File: src/rtl/ntd_pkg.sv
// ----------------------------------------------------------------------------
// ntd_pkg
// Shared types and constants of the NTC thermal current derating block.
// ----------------------------------------------------------------------------
package ntd_pkg;

	localparam int unsigned TABLE_POINTS = 7;
	localparam int unsigned SEGS = TABLE_POINTS - 1;
	localparam int unsigned SEG_W = $clog2(SEGS);

	localparam logic [11:0] NTC_MV [TABLE_POINTS] = '{
		12'd2950, 12'd2480, 12'd1840, 12'd1230, 12'd780, 12'd490, 12'd320
	};
	localparam logic [13:0] NTC_CENTI [TABLE_POINTS] = '{
		14'd0, 14'd2500, 14'd5000, 14'd7500, 14'd10000, 14'd12500, 14'd15000
	};
	localparam logic [9:0] SEG_DIV [SEGS] = '{
		10'd470, 10'd640, 10'd610, 10'd450, 10'd290, 10'd170
	};
	localparam logic [63:0] RECIP_ONE = 64'h1_0000_0000;
	localparam logic [24:0] SEG_RECIP [SEGS] = '{
		25'(RECIP_ONE / 64'd470), 25'(RECIP_ONE / 64'd640),
		25'(RECIP_ONE / 64'd610), 25'(RECIP_ONE / 64'd450),
		25'(RECIP_ONE / 64'd290), 25'(RECIP_ONE / 64'd170)
	};
	localparam logic [20:0] SEG_SPAN = 21'd2500;
	localparam logic [15:0] SCALE_ONE = 16'h8000;

	localparam logic [1:0] CFG_BOARD_FAULT = 2'd0;
	localparam logic [1:0] CFG_STATOR_FAULT = 2'd1;
	localparam logic [1:0] CFG_MARGIN = 2'd2;

	typedef enum logic [1:0] {
		CLS_ONE,
		CLS_ZERO,
		CLS_DIV
	} cls_t;

	typedef enum logic [1:0] {
		BK_IDLE,
		BK_RUN,
		BK_DONE
	} bk_state_t;

	typedef struct packed {
		logic [14:0] board_fault;
		logic [14:0] stator_fault;
		logic [14:0] margin;
	} cfg_t;

	typedef struct packed {
		cls_t        cls;
		logic [14:0] num;
	} ch_t;

	typedef struct packed {
		logic [13:0] board_temp;
		logic [13:0] stator_temp;
		ch_t         board;
		ch_t         stator;
	} mid_t;

	typedef struct packed {
		logic push;
		logic pop;
		logic full;
		logic empty;
	} q_ctl_t;

endpackage

File: src/rtl/ntd_mid_fifo.sv
// ----------------------------------------------------------------------------
// ntd_mid_fifo
// Two-entry queue between the classifying front and the dividing back.
// ----------------------------------------------------------------------------
module ntd_mid_fifo import ntd_pkg::*; (
	input  logic   clk,
	input  logic   arst_n,
	input  logic   push,
	input  mid_t   wdata,
	input  logic   pop,
	output logic   full,
	output logic   empty,
	output mid_t   rdata
);

	mid_t        mem_q [2];
	logic        wr_q, rd_q;
	logic [1:0]  cnt_q;

	assign full = cnt_q == 2'd2;
	assign empty = cnt_q == 2'd0;
	assign rdata = mem_q[rd_q];

	always_ff @(posedge clk or negedge arst_n) begin
		if (!arst_n) begin
			wr_q <= 1'b0;
			rd_q <= 1'b0;
			cnt_q <= '0;
		end else begin
			if (push) wr_q <= !wr_q;
			if (pop) rd_q <= !rd_q;
			cnt_q <= cnt_q + 2'(push) - 2'(pop);
		end
	end

	always_ff @(posedge clk) begin
		if (push) mem_q[wr_q] <= wdata;
	end

endmodule

File: config.mk
export PLATFORM = sky130hd
export DESIGN_NAME = ntd_mid_fifo
export DESIGN_NICKNAME = d
export VERILOG_FILES = /design/src/rtl/ntd_pkg.sv /design/src/rtl/ntd_mid_fifo.sv
export SDC_FILE = /design/constraint.sdc
export NUM_CORES = 1
export LEC_CHECK = 0
export BUFFER_PORTS_ARGS = -buffer_cell sky130_fd_sc_hd__buf_2
export CAP_MARGIN = 20
export CORE_MARGIN = 2
export CORE_UTILIZATION = 56
export CTS_CLUSTER_SIZE = 16
export DETAILED_ROUTE_END_ITERATION = 6
export PLACE_DENSITY_LB_ADDON = 0.05
export SLEW_MARGIN = 20
export SYNTH_ARGS = -nofsm -noshare
export SYNTH_HDL_FRONTEND = slang
export SYNTH_SLANG_ARGS = --single-unit
export TNS_END_PERCENT = 5
File: constraint.sdc
create_clock -name clk -period 6.4 [get_ports clk]
set_clock_uncertainty 0.05 [all_clocks]
set_input_delay 0.32 -clock clk [delete_from_list [all_inputs] [get_ports clk]]
set_output_delay 0.32 -clock clk [all_outputs]
set_load 0.02 [all_outputs]
## After elaboration in Yosys (flattened, before gate mapping)

Memory sizes are Yosys's and may differ from the RTL's.
Index checks and enable logic that the tools add are counted.

| storage, ports and cells | value |
|---|---|
| register bits after elaboration | 4 |
| RAM bits | 124 |
| bits of input ports | 66 |
| memories kept | 1 |

Memories:

| name | words | width | rd ports | clocked after memory_dff | write ports | line | text |
|---|---|---|---|---|---|---|---|
| mem_q | 2 | 62 | 1 | 0 | 1 | ntd_mid_fifo.sv:16 | `mid_t mem_q [2];` |

| operators by class | value |
|---|---|
| $add $sub $neg | 2 |
| eq/ne operators | 1 |
| mux-type cells | 2 |
| reduce and logical (&&, ||, !) cells | 3 |

Operators by type and width:

| cell | number |
|---|---|
| $add 2x1->2 | 1 |
| $eq 2x2->1 const B | 1 |
| $logic_not 1->1 | 2 |
| $logic_not 2->1 | 1 |
| $mux 1 | 2 |
| $sub 2x1->2 | 1 |

## Longest topological paths before layout

| depth | value |
|---|---|
| word-level depth | 2 |
| depth in mapped cells | 5 |
| mapped depth without buffers | 5 |

## Worst setup path before layout

OpenSTA, ideal clock, no wires.

| timing | value |
|---|---|
| kind | reg-to-reg |
| start point | register wr_q |
| end point | memory mem_q[0][0] in the netlist's numbering, enable pin |
| data arrival time | 3159 ps |
| data required time | 5860 ps |
| slack | 2701 ps |
| cell stages (with the launch flop) | 2 |
| path buffers | 0 |
| period minus slack after synthesis | 3699 ps |
| cell sequence | dfrtp_1 -> nor2b_1 |

RTL lines:

| what | line | text |
|---|---|---|
| start: declaration | ntd_mid_fifo.sv:17 | `logic wr_q, rd_q;` |
| start signal: assignment | ntd_mid_fifo.sv:30 | `if (push) wr_q <= !wr_q;` |
| end: declaration | ntd_mid_fifo.sv:16 |  |

Straight into the memory's write port.

==> out/metrics.csv <==
metric;value;unit
remaining antenna violation count;0;
WL per Instance;16.3;um
wire length of the first global-routing pass;13600;um
CP Cell Sequence;buf_16, mux2_4, buf_2;
Worst-Skew Late Latency;0.50;ns
Worst Max-Slew Pin Slew;0.849;ns
Nets;485;
vias per inst;4.84;
Ant. Diodes;0;
worst-path fanout max;34;
row cnt;34;
Slew headroom;43.3;%
die height;98.2;um
Netlist Area Pre-Place;4970;um2
Synth cell types;13;
Final Util;80.4;%
status;complete, no violations;
CP max-delay cell;dfrtp_4;
Final period util;39.4;%
Die W;98.2;um
number of setup violations in the final report;0;
P_sw;0.000941;W
initial antenna violation count;0;
Slowest Stage Delay on Critical Path;0.80;ns
Placer Congestion;0.627;
met1 wire length;3400;um
CP Data Required Time;6.03;ns
Final TNS setup;0;ns
Max Used Layer;met4;
internal power;0.00228;W
Clk pwr share;32.1;%
RSZ-0062 raised after global routing;no;
Ys Warns;0;
crit end category;output port;
routed length on met3;568;um
kind of critical path;register to output port;
Pwr per Cell Area;462;nW/um2
PnR Total Power;0.00322;W
Post-Syn Instances;208;
Worst setup SP type;register;
Top Family by Delay on Critical Path;flip-flops;
port buffer count;129;
syn nets;276;
WP buf/inv;2;
post-CTS sizing;0;
Yosys reg bits;128;
CTS tree;yes;
clk sinks;128;
switch share;29.2;%
DR iter-0 viols;114;
IO Pins;130;
DR pass1 iterations;4;
Final Critical Period;2.52;ns
maximum vdd drop;317;uV
Met2 Wirelength;4760;um
post-DP HPWL;4870;um
via count;2606;
fmax;0.397;GHz
Max-Cap Viols;0;
Max clock buf depth;2;
Comb power frac;30.2;%
clock root buffer;clkbuf_8;
residual DRC count;0;
share of layout cells above drive strength 1;53.0;%
register area share after synthesis;76.9;%
final hold vios;0;
leakage;2.88;nW
placed cell count;440;
CORE AREA;8680;um2
Total GRT Usage;18.9;%
total die area;9650;um2
vias in the first global route;2695;
min-delay worst type;input port to async pin;
final wirelength;8790;um
Flop pwr share;37.7;%
Syn Area/Cell;23.9;um2
fill cell count;471;
Synth-to-Final Area Change;40.4;%
DP Area;5650;um2
H-tree levels;4;
initial cell density of the core;57.3;%
maximum number of pins on one net before global-route repair;64;
post-route cell area;6980;um2
gr ovfl total;0;
clock-pin slew on the worst setup and hold paths;0.06;ns
Worst EP arrival;2.15;ns
Cell Count, Final, Fillers Out;538;
CTS buffer count;17;
Final Max Slew Viols;0;
==> worst paths after layout <==
| check | startpoint | to | slack [ns] | cells after the start |
|---|---|---|---|---|
| max | rd_q$_DFFE_PN0P_ | rdata[27] | 3.88 | 3 |
| min | arst_n | cnt_q[1]$_DFF_PN0_ | 0.10 | 2 |
| max reg2reg | wr_q$_DFFE_PN0P_ | mem_q[0][16]$_DFFE_PP_ | 4.30 | 2 |
| min reg2reg | wr_q$_DFFE_PN0P_ | wr_q$_DFFE_PN0P_ | 0.50 | 1 |
| max in group asynchronous | arst_n | rd_q$_DFFE_PN0P_ | 6.06 | 2 |
| min in group clk | wdata[21] | mem_q[1][21]$_DFFE_PP_ | 0.48 | 2 |
==> area by class of cell <==
| cell class | instances | area, um2 | share of cell area (%) |
|---|---|---|---|
| repair buffers | 197 | 1340 | 19.2 |
| flip-flops and latches | 128 | 3830 | 54.8 |
| inverters | 2 | 7.51 | 0.108 |
| well taps | 108 | 135 | 1.94 |
| clock inverters | 12 | 208 | 2.98 |
| multi-input cells | 71 | 1020 | 14.6 |
| clock buffers | 20 | 445 | 6.38 |
==> through the flow <==
stage | setup slack, ns | hold WS, ns
CTS | 3.68 | 0.0704
finish | 3.88 | 0.105
detailed placement | 4.23 | 0.0807
global route | 3.77 | 0.0944
global placement | 4.23 | 0.0787
floorplan | 2.70 | -0.0256
==> cells in the mapped netlist (all sizes together) <==
cell type,count,area [um2]
xor2,2,17.5
nor2b,2,12.5
mux2,62,920
inv,2,7.51
edfxtp,124,3720
ha,2,25.0
dfrtp,4,100
nor2,1,3.75
and2,1,6.26
buf,7,131
xor3,1,23.8
==> layer usage <==
metal | vias up | global-route usage, %
met2 | 87 | 32.5
met1 | 1270 | 21.9
met5 | - | 0
met3 | 8 | 6.80
li1 | 1241 | -
met4 | 0 | 7.27
==> repair_timing <==
item | in CTS | in global routing
hold endpoints to repair | 130 | 0
buffers inserted | 0 | 0
hold buffers | 65 | 0
==> logic make-up after synthesis <==
| group | count (synthesis) | synth area share, % |
|---|---|---|
| XOR/XNOR | 3 | 0.831 |
| adder cells (fa/ha/maj) | 2 | 0.503 |
| buffers and inverters | 9 | 2.79 |
| flip-flops | 128 | 76.9 |
| multiplexers | 62 | 18.5 |
| AND/OR/NAND/NOR | 4 | 0.453 |
==> flip-flops by register name, summed over array words and instances, names as in the netlist <==
signal,cells
mem_q,124
cnt_q,2
rd_q,1
wr_q,1
==> power by group through the flow <==
| stage | clock network [W] | logic, W | registers (W) |
|---|---|---|---|
| global placement | 0 | 0.000879 | 0.00128 |
| finish | 0.00104 | 0.000972 | 0.00122 |
| CTS | 0.00105 | 0.000918 | 0.00127 |
| floorplan | 0 | 0.000809 | 0.00117 |
| detailed placement | 0 | 0.000881 | 0.00129 |
| global route | 0.00109 | 0.00103 | 0.00124 |
==> cell usage in the layout, fill, tap and decap left out <==
| cell type | count |
|---|---|
| clkbuf_16 | 16 |
| mux2_2 | 3 |
| xor2_1 | 2 |
| clkbuf_1 | 1 |
| clkinvlp_4 | 3 |
| mux2_4 | 59 |
| buf_4 | 2 |
| nor2b_4 | 1 |
| bufinv_16 | 5 |
| nor2b_1 | 1 |
| clkinv_4 | 4 |
| ha_1 | 2 |
| buf_16 | 1 |
| nor2_1 | 1 |
| inv_1 | 2 |
| dfrtp_1 | 3 |
| clkbuf_8 | 3 |
| buf_2 | 129 |
| dlygate4sd3_1 | 65 |
| and2_2 | 1 |
| dfrtp_4 | 1 |
| xor3_1 | 1 |
| edfxtp_1 | 124 |
(Power assumes the default switching activity.)
