**config.mk**
```make
export PLATFORM = sky130hd
export DESIGN_NAME = ntd_back
export DESIGN_NICKNAME = d
export VERILOG_FILES = /design/src/rtl/ntd_pkg.sv /design/src/rtl/ntd_back.sv
export SDC_FILE = /design/constraint.sdc
export NUM_CORES = 1
export LEC_CHECK = 0
export BUFFER_PORTS_ARGS = -buffer_cell sky130_fd_sc_hd__buf_2
export CAP_MARGIN = 20
export CORE_AREA = 2 2 158 160
export CTS_CLUSTER_DIAMETER = 60
export DETAILED_ROUTE_END_ITERATION = 10
export DIE_AREA = 0 0 160 162
export PLACE_DENSITY = 0.86
export SLEW_MARGIN = 10
export SYNTH_ARGS = -nofsm -noshare
export SYNTH_HDL_FRONTEND = slang
export SYNTH_SLANG_ARGS = --single-unit
```
**constraint.sdc**
```tcl
create_clock -name clk -period 27.4 [get_ports clk]
set_clock_uncertainty 0.05 [all_clocks]
set_input_delay 0 -clock clk [delete_from_list [all_inputs] [get_ports clk]]
set_output_delay 0 -clock clk [all_outputs]
set_load 0.03 [all_outputs]
```
**src/rtl/ntd_pkg.sv**
```systemverilog
// ----------------------------------------------------------------------------
// ntd_pkg
// Shared types and constants of the NTC thermal current derating block.
// ----------------------------------------------------------------------------
package ntd_pkg;

	localparam int unsigned TABLE_POINTS = 7;
	localparam int unsigned SEGS = TABLE_POINTS - 1;
	localparam int unsigned SEG_W = $clog2(SEGS);

	localparam logic [11:0] NTC_MV [TABLE_POINTS] = '{
		12'd2950, 12'd2480, 12'd1840, 12'd1230, 12'd780, 12'd490, 12'd320
	};
	localparam logic [13:0] NTC_CENTI [TABLE_POINTS] = '{
		14'd0, 14'd2500, 14'd5000, 14'd7500, 14'd10000, 14'd12500, 14'd15000
	};
	localparam logic [9:0] SEG_DIV [SEGS] = '{
		10'd470, 10'd640, 10'd610, 10'd450, 10'd290, 10'd170
	};
	localparam logic [63:0] RECIP_ONE = 64'h1_0000_0000;
	localparam logic [24:0] SEG_RECIP [SEGS] = '{
		25'(RECIP_ONE / 64'd470), 25'(RECIP_ONE / 64'd640),
		25'(RECIP_ONE / 64'd610), 25'(RECIP_ONE / 64'd450),
		25'(RECIP_ONE / 64'd290), 25'(RECIP_ONE / 64'd170)
	};
	localparam logic [20:0] SEG_SPAN = 21'd2500;
	localparam logic [15:0] SCALE_ONE = 16'h8000;

	localparam logic [1:0] CFG_BOARD_FAULT = 2'd0;
	localparam logic [1:0] CFG_STATOR_FAULT = 2'd1;
	localparam logic [1:0] CFG_MARGIN = 2'd2;

	typedef enum logic [1:0] {
		CLS_ONE,
		CLS_ZERO,
		CLS_DIV
	} cls_t;

	typedef enum logic [1:0] {
		BK_IDLE,
		BK_RUN,
		BK_DONE
	} bk_state_t;

	typedef struct packed {
		logic [14:0] board_fault;
		logic [14:0] stator_fault;
		logic [14:0] margin;
	} cfg_t;

	typedef struct packed {
		cls_t        cls;
		logic [14:0] num;
	} ch_t;

	typedef struct packed {
		logic [13:0] board_temp;
		logic [13:0] stator_temp;
		ch_t         board;
		ch_t         stator;
	} mid_t;

	typedef struct packed {
		logic push;
		logic pop;
		logic full;
		logic empty;
	} q_ctl_t;

endpackage

```
**src/rtl/ntd_back.sv**
```systemverilog
// ----------------------------------------------------------------------------
// ntd_back
// Radix-16 ramp dividers, scale minimum and the two-entry result queue.
// ----------------------------------------------------------------------------
module ntd_back import ntd_pkg::*; (
	input  logic        clk,
	input  logic        arst_n,
	input  cfg_t        cfg,
	input  logic        mid_empty,
	input  mid_t        mid_data,
	output logic        mid_pop,
	input  logic        pop,
	output logic        empty,
	output logic [13:0] board_temp,
	output logic [13:0] stator_temp,
	output logic [15:0] current_scale,
	output logic        over_temp_fault
);

	typedef struct packed {
		logic [14:0] r;
		logic [15:0] q;
	} div_t;

	typedef struct packed {
		logic [13:0] board_temp;
		logic [13:0] stator_temp;
		logic [15:0] scale;
		logic        fault;
	} out_t;

	function automatic div_t div4(input div_t d, input logic [14:0] m);
		div_t        o;
		logic [15:0] t;
		o = d;
		for (int i = 0; i < 4; i++) begin
			t = {o.r, 1'b0};
			if (t >= {1'b0, m}) begin
				o.r = 15'(t - {1'b0, m});
				o.q = {o.q[14:0], 1'b1};
			end else begin
				o.r = t[14:0];
				o.q = {o.q[14:0], 1'b0};
			end
		end
		return o;
	endfunction

	function automatic logic [15:0] scale_of(input cls_t c, input logic [15:0] q);
		logic [15:0] s;
		case (c)
			CLS_ONE: s = SCALE_ONE;
			CLS_DIV: s = {1'b0, q[15:1]};
			default: s = '0;
		endcase
		return s;
	endfunction

	bk_state_t   state_q, state_d;
	logic [1:0]  cnt_q;
	div_t        div_q [2];
	div_t        div_nx [2];
	div_t        fin [2];
	cls_t        cls_q [2];
	logic [13:0] temp_q [2];
	logic        load, step, opush;
	logic [15:0] sc [2];
	out_t        res;
	out_t        oq_q [2];
	logic        owr_q, ord_q;
	logic [1:0]  ocnt_q;
	logic        ospace, opop;

	assign ospace = ocnt_q != 2'd2;
	assign opop = pop && !empty;
	assign empty = ocnt_q == 2'd0;
	assign mid_pop = load;

	always_comb begin
		for (int i = 0; i < 2; i++) begin
			div_nx[i] = div4(div_q[i], cfg.margin);
			fin[i] = (state_q == BK_DONE) ? div_q[i] : div_nx[i];
			sc[i] = scale_of(cls_q[i], fin[i].q);
		end
		res.board_temp = temp_q[0];
		res.stator_temp = temp_q[1];
		res.scale = (sc[1] < sc[0]) ? sc[1] : sc[0];
		res.fault = res.scale == '0;
	end

	always_comb begin
		state_d = state_q;
		load = 1'b0;
		step = 1'b0;
		opush = 1'b0;
		case (state_q)
			BK_IDLE: begin
				if (!mid_empty) begin
					load = 1'b1;
					state_d = BK_RUN;
				end
			end
			BK_RUN: begin
				step = 1'b1;
				if (cnt_q == 2'd3) begin
					if (ospace) begin
						opush = 1'b1;
						load = !mid_empty;
						state_d = mid_empty ? BK_IDLE : BK_RUN;
					end else begin
						state_d = BK_DONE;
					end
				end
			end
			BK_DONE: begin
				if (ospace) begin
					opush = 1'b1;
					load = !mid_empty;
					state_d = mid_empty ? BK_IDLE : BK_RUN;
				end
			end
			default: state_d = BK_IDLE;
		endcase
	end

	always_ff @(posedge clk or negedge arst_n) begin
		if (!arst_n) begin
			state_q <= BK_IDLE;
			cnt_q <= '0;
			owr_q <= 1'b0;
			ord_q <= 1'b0;
			ocnt_q <= '0;
		end else begin
			state_q <= state_d;
			if (load) cnt_q <= '0;
			else if (step) cnt_q <= cnt_q + 2'd1;
			if (opush) owr_q <= !owr_q;
			if (opop) ord_q <= !ord_q;
			ocnt_q <= ocnt_q + 2'(opush) - 2'(opop);
		end
	end

	always_ff @(posedge clk) begin
		if (load) begin
			div_q[0] <= '{r: mid_data.board.num, q: '0};
			div_q[1] <= '{r: mid_data.stator.num, q: '0};
			cls_q[0] <= mid_data.board.cls;
			cls_q[1] <= mid_data.stator.cls;
			temp_q[0] <= mid_data.board_temp;
			temp_q[1] <= mid_data.stator_temp;
		end else if (step) begin
			div_q[0] <= div_nx[0];
			div_q[1] <= div_nx[1];
		end
		if (opush) oq_q[owr_q] <= res;
	end

	assign board_temp = oq_q[ord_q].board_temp;
	assign stator_temp = oq_q[ord_q].stator_temp;
	assign current_scale = oq_q[ord_q].scale;
	assign over_temp_fault = oq_q[ord_q].fault;

endmodule

```
Word level (Yosys, flattened, before mapping):

Memories as Yosys holds them, arrays and structs flattened.
Index checks and enable logic that the tools add are counted.

* reduce and logical (&&, ||, !) cells: 12
* eq/ne operators: 9
* $lt $le $gt $ge: 9
* shift-type cells: 0
* add/subtract/negate cells: 11
* muxes and demuxes: 38
* multiply operators: 0
* bitwise gates (word level): 2
* divide/modulo/power cells: 0

Operators with widths (count)
* 31-bit 2-to-1 mux: 10
* 16-bit by 15-bit greater-or-equal comparator with 1-bit output: 8
* 15-bit subtractor: 8
* 16-bit one-hot mux with 2 select lines: 2
* 16-bit 2-to-1 mux: 3
* 16-bit zero test: 1
* 16-bit < comparator: 1
* 1-bit 2-to-1 mux: 14
* 2-bit 2-to-1 mux: 6
* 2-bit == test, second input constant: 4
* 2-bit zero test: 4
* 2-bit != test, second input constant: 4
* 2-bit one-hot mux with 3 select lines: 1
* 1-bit zero test: 4
* 1-bit one-hot mux with 3 select lines: 1
* 3-bit AND reduction: 1
* 2-bit by 1-bit adder with 2-bit output: 1
* 2-bit by 1-bit adder with 2-bit output, second input constant: 1
* 2-bit by 1-bit == test with 1-bit output, second input constant: 1
* 1-bit OR: 2
* 1-bit one-hot mux with 2 select lines: 1
* 2-bit nonzero test: 1
* 2-bit by 1-bit subtractor with 2-bit output: 1
* 1-bit logical AND: 1

* bits in latches: 0
* flip-flop bits (word level): 8
* bits of input ports: 111
* word-level logic and storage cells: 90
* RAM bits: 184
* memory bits (read-only): 0
* output and inout bits: 47
* memories: 4

Memories
* oq_q: words 2, width 45, read ports 1, clocked after Yosys merged registers in 0, wr ports 1, line ntd_back.sv:69 `out_t oq_q [2];`
* div_q: words 2, width 31, read ports 2, clocked after Yosys merged registers in 0, wr ports 2, line ntd_back.sv:61 `div_t div_q [2];`
* temp_q: words 2, width 14, read ports 2, clocked after Yosys merged registers in 0, wr ports 2, line ntd_back.sv:65 `logic [13:0] temp_q [2];`
* cls_q: words 2, width 2, read ports 2, clocked after Yosys merged registers in 0, wr ports 2, line ntd_back.sv:64 `cls_t cls_q [2];`

Depth between registers and ports, before layout:

An unclocked memory read counts as a cell.

* depth in word-level cells: 14
* depth in mapped cells: 46
* mapped depth without buffers: 40

Least setup slack after synthesis:

Ideal clock, no wire load.

* path type: input port to flip-flop
* start: input cfg[0] in the netlist's numbering
* end: memory div_q[0][26] in the netlist's numbering, data pin
* cell stages on the path: 42
* data arrival time: 9.247 ns
* setup time: 0.261 ns
* path slack: 17.842 ns
* required time: 27.089 ns
* path buffers: 8
* path through: clkbuf_1 inv_1 clkbuf_1 fa_1 nand3_1 a311oi_1 nor3_1 a22o_1 buf_2 mux2i_1 inv_1 ha_1 nor2_1 a211oi_1 o211ai_2 nand3b_1 a41o_1 a21boi_0 [6 not listed] o21a_1 a21oi_1 or3_1 or4_4 buf_6 and3_4 buf_6 a221o_2 ha_1 a21o_1 a211oi_1 nor2_1 o21a_1 a311oi_1 o211ai_1 mux2_4 buf_4 a221o_1

RTL lines
* start: declaration: line ntd_back.sv:8 `input cfg_t cfg,`
* end: declaration: line ntd_back.sv:61

==> metrics.csv <==
stage,metric,value,unit
outcome,status,finished clean,
yosys,main combinational cell family by area after synthesis,compound AO/OA/AOI/OAI gates,
placement,Placed Area,16400,um^2
flow_run,maxcap violations,0,
placement,HPWL after detailed placement,30700,um
floorplanning,FP Rows,57,
timing,final worst path period share,42.3,%
cts,clock slew at the register clock pins of the worst setup and hold paths,80,ps
route,detailed router's first-iteration violation count,1487,
cts,hold buffers post-CTS,66,
route,DR vias/cell,6.52,
worst_setup_path,Worst path max stage delay,580,ps
global_routing,vias in the first global route,13300,
worst_setup_path,Critical Path Source Type,primary input,
global_routing,first-pass GRT wire length,68300,um
worst_setup_path,CP Class,in -> reg,
hold_path,hold path cells,3,
global_routing,GRT Total Usage,33.2,%
yosys,xor/xnor share of the synthesized area,4.91,%
timing,Tmin final,11580,ps
yosys,Yosys cell types,86,
cts,H-Tree Depth,4,
layout,most frequent cells in the layout,"edfxtp_1, ha_1, buf_2",
route,post-route ant nets,0,
yosys,asr flop ratio synth,4.17,%
layout,area added between synthesis and finish,14.2,%
floorplanning,Die Y,162,um
layout,Finished Layout Cells,2130,
global_routing,GR Overflow Total,0,
yosys,YS warnings,0,
route,# DRC,0,
worst_setup_path,worst-case reg-to-reg path depth,36,
yosys,simple-gate area share of the yosys netlist,15.6,%
yosys,Mapped Nets,1871,
worst_setup_path,Critical Path RT,27550,ps
layout,post-route cell area,17700,um^2
layout,"most common cell after layout, fill and taps aside",edfxtp_1,
placement,PortBufs,127,
timing,slew margin rel.,22.7,%
cts,Root Buffer,clkbuf_16,
placement,gpl congestion,0.990,
timing,max-slew violation count,0,
yosys,adder-cell area share of the yosys netlist,11.2,%
worst_setup_path,CP max stage cell,fa_1,
floorplanning,Die W,160,um
cts,# clock sinks,192,
timing,Achievable Freq,86.3,MHz
timing,final setup TNS,0,ps
cts,post-cts sizing count,0,
yosys,mux cell area share after synthesis,8.26,%
worst_setup_path,crit path capture type,flip-flop,
worst_setup_path,CP most frequent cell,o21ai_0,
cts,CTS tree,yes,
cts,Clock Path Buffers,2,
yosys,Mapped Cells,1622,
yosys,complex-gate fraction of the synthesized area,19.0,%
layout,fin nets,2042,
cts,Inserted Clock Buffers,17,
cts,worst skew pair latency,450,ps
timing,worst-margin pin slew,1150,ps
worst_setup_path,CP max FO,25,
yosys,sequential area share after synthesis,36.9,%
timing,Final Hold Fails,0,
floorplanning,Starting Density,64.4,%
yosys,syn avg cell area,9.57,um^2
floorplanning,core area,24100,um^2
timing,Final setup viols,0,
timing,RSZ-0062 raised after global routing,no,
hold_path,Hold Path Class,in -> reg,
placement,Placed Cells,2031,
layout,n_diodes,0,
route,final WL,44200,um
yosys,area of the mapped netlist,15500,um^2
route,Vias,13885,
global_routing,largest net degree at the start of global routing,63,
global_routing,initial antenna violation count,0,
floorplanning,I/O pins,158,
yosys,Post-synth EDFFs,184,
yosys,Yosys reg bits,192,
route,routed len/inst,20.7,um
yosys,Main synth FF type,edfxtp_1,
route,drt pass-1 iters,5,
worst_setup_path,"Arr. time, crit path",11740,ps
floorplanning,die footprint,25900,um^2
cts,number of post-CTS setup repair buffers,0,
layout,share of post-route cells with drive strength above 1,16.0,%
==> metal layers <==
| metal | track usage (%) | wire (um) | part of all wire, % |
|---|---|---|---|
| met1 | 41.5 | 17300 | 39 |
| met2 | 57.5 | 21200 | 48 |
| met3 | 5.52 | 3770 | 8.5 |
| met4 | 14.0 | 1880 | 4.3 |
| met5 | 0 | 0 | 0 |
==> registers in the layout (all words and copies together), names as in the netlist <==
register / count
oq_q: 90
div_q: 62
ord_q: 1
owr_q: 1
cls_q: 4
cnt_q: 2
temp_q: 28
ocnt_q: 2
state_q: 2
==> logic make-up after synthesis <==
family          Yosys count
xor+xnor                 87
flops                   192
simple gates            494
fa+ha+maj               138
compound gates          437
mux                     118
buf+inv                 156
==> synthesized netlist by cell type (4+ instances only) <==
| cell | number | area, um^2 |
|---|---|---|
| a211o_1 | 4 | 35.0 |
| a211oi_1 | 18 | 135 |
| a21boi_0 | 6 | 45.0 |
| a21o_1 | 43 | 323 |
| a21oi_1 | 117 | 586 |
| a221o_1 | 18 | 180 |
| a31oi_1 | 10 | 62.6 |
| and2_1 | 12 | 75.1 |
| and3_1 | 37 | 231 |
| and4_1 | 5 | 43.8 |
| buf_1 | 4 | 15.0 |
| buf_2 | 11 | 55.1 |
| clkbuf_1 | 36 | 135 |
| dfrtp_1 | 8 | 200 |
| edfxtp_1 | 184 | 5530 |
| ha_1 | 136 | 1700 |
| inv_1 | 98 | 368 |
| mux2_2 | 77 | 867 |
| mux2i_1 | 40 | 400 |
| nand2_1 | 122 | 458 |
| nand2b_1 | 13 | 81.3 |
| nand3_1 | 42 | 210 |
| nand4_1 | 39 | 244 |
| nor2_1 | 122 | 458 |
| nor2b_1 | 20 | 125 |
| nor3_1 | 42 | 210 |
| nor3b_1 | 4 | 30.0 |
| nor4_1 | 6 | 37.5 |
| o2111ai_1 | 6 | 52.6 |
| o211ai_1 | 27 | 203 |
| o21a_1 | 13 | 97.6 |
| o21ai_0 | 84 | 420 |
| o21ai_1 | 10 | 50.1 |
| o21bai_1 | 13 | 97.6 |
| o221ai_1 | 9 | 78.8 |
| o31a_1 | 4 | 35.0 |
| o31ai_1 | 9 | 67.6 |
| or2_2 | 4 | 25.0 |
| or3_1 | 10 | 62.6 |
| xnor2_1 | 53 | 464 |
| xor2_1 | 34 | 298 |
==> critical path, delay by kind of cell <==
| kind | cells | cell delay [ps] |
|---|---|---|
| compound gates | 24 | 6940 |
| fa+ha+maj | 4 | 1460 |
| buf+inv | 3 | 850 |
| mux | 1 | 350 |
| simple gates | 6 | 2120 |
==> layout make-up <==
class / count / area [um^2]
tap: 324 / 405
fill: 1725 / 6370
inverter: 99 / 372
sequential: 192 / 5730
clock buffer: 17 / 425
timing repair buffer: 209 / 1440
multi-input combinational: 1274 / 9180
clock inverter: 15 / 186
==> through the flow <==
| step | hold slack, ps | util (%) | setup WS, ps |
|---|---|---|---|
| after global routing | 137 | 73.6 | 15110 |
| final | 100 | 73.6 | 15820 |
| after global placement | -197 | 68.1 | 15870 |
| after CTS | 76.5 | 73.4 | 16160 |
| after detailed placement | -185 | 68.2 | 15730 |
| after floorplan | -346 | - | 17840 |
==> final timing paths <==
kind | start | to | slack (ps)
max | cfg[0] | div_q[0][59] | 15820
min | cfg[0] | div_q[0][47] | 100
max reg2reg | div_q[0][47] | div_q[0][59] | 15840
min reg2reg | temp_q[0][6] | oq_q[0][37] | 390
max in group asynchronous | arst_n | ord_q | 26460
min in group asynchronous | arst_n | ord_q | 540
Power is not shown: default switching activity piles up to over one toggle a cycle in this logic, so the estimate is an artifact.
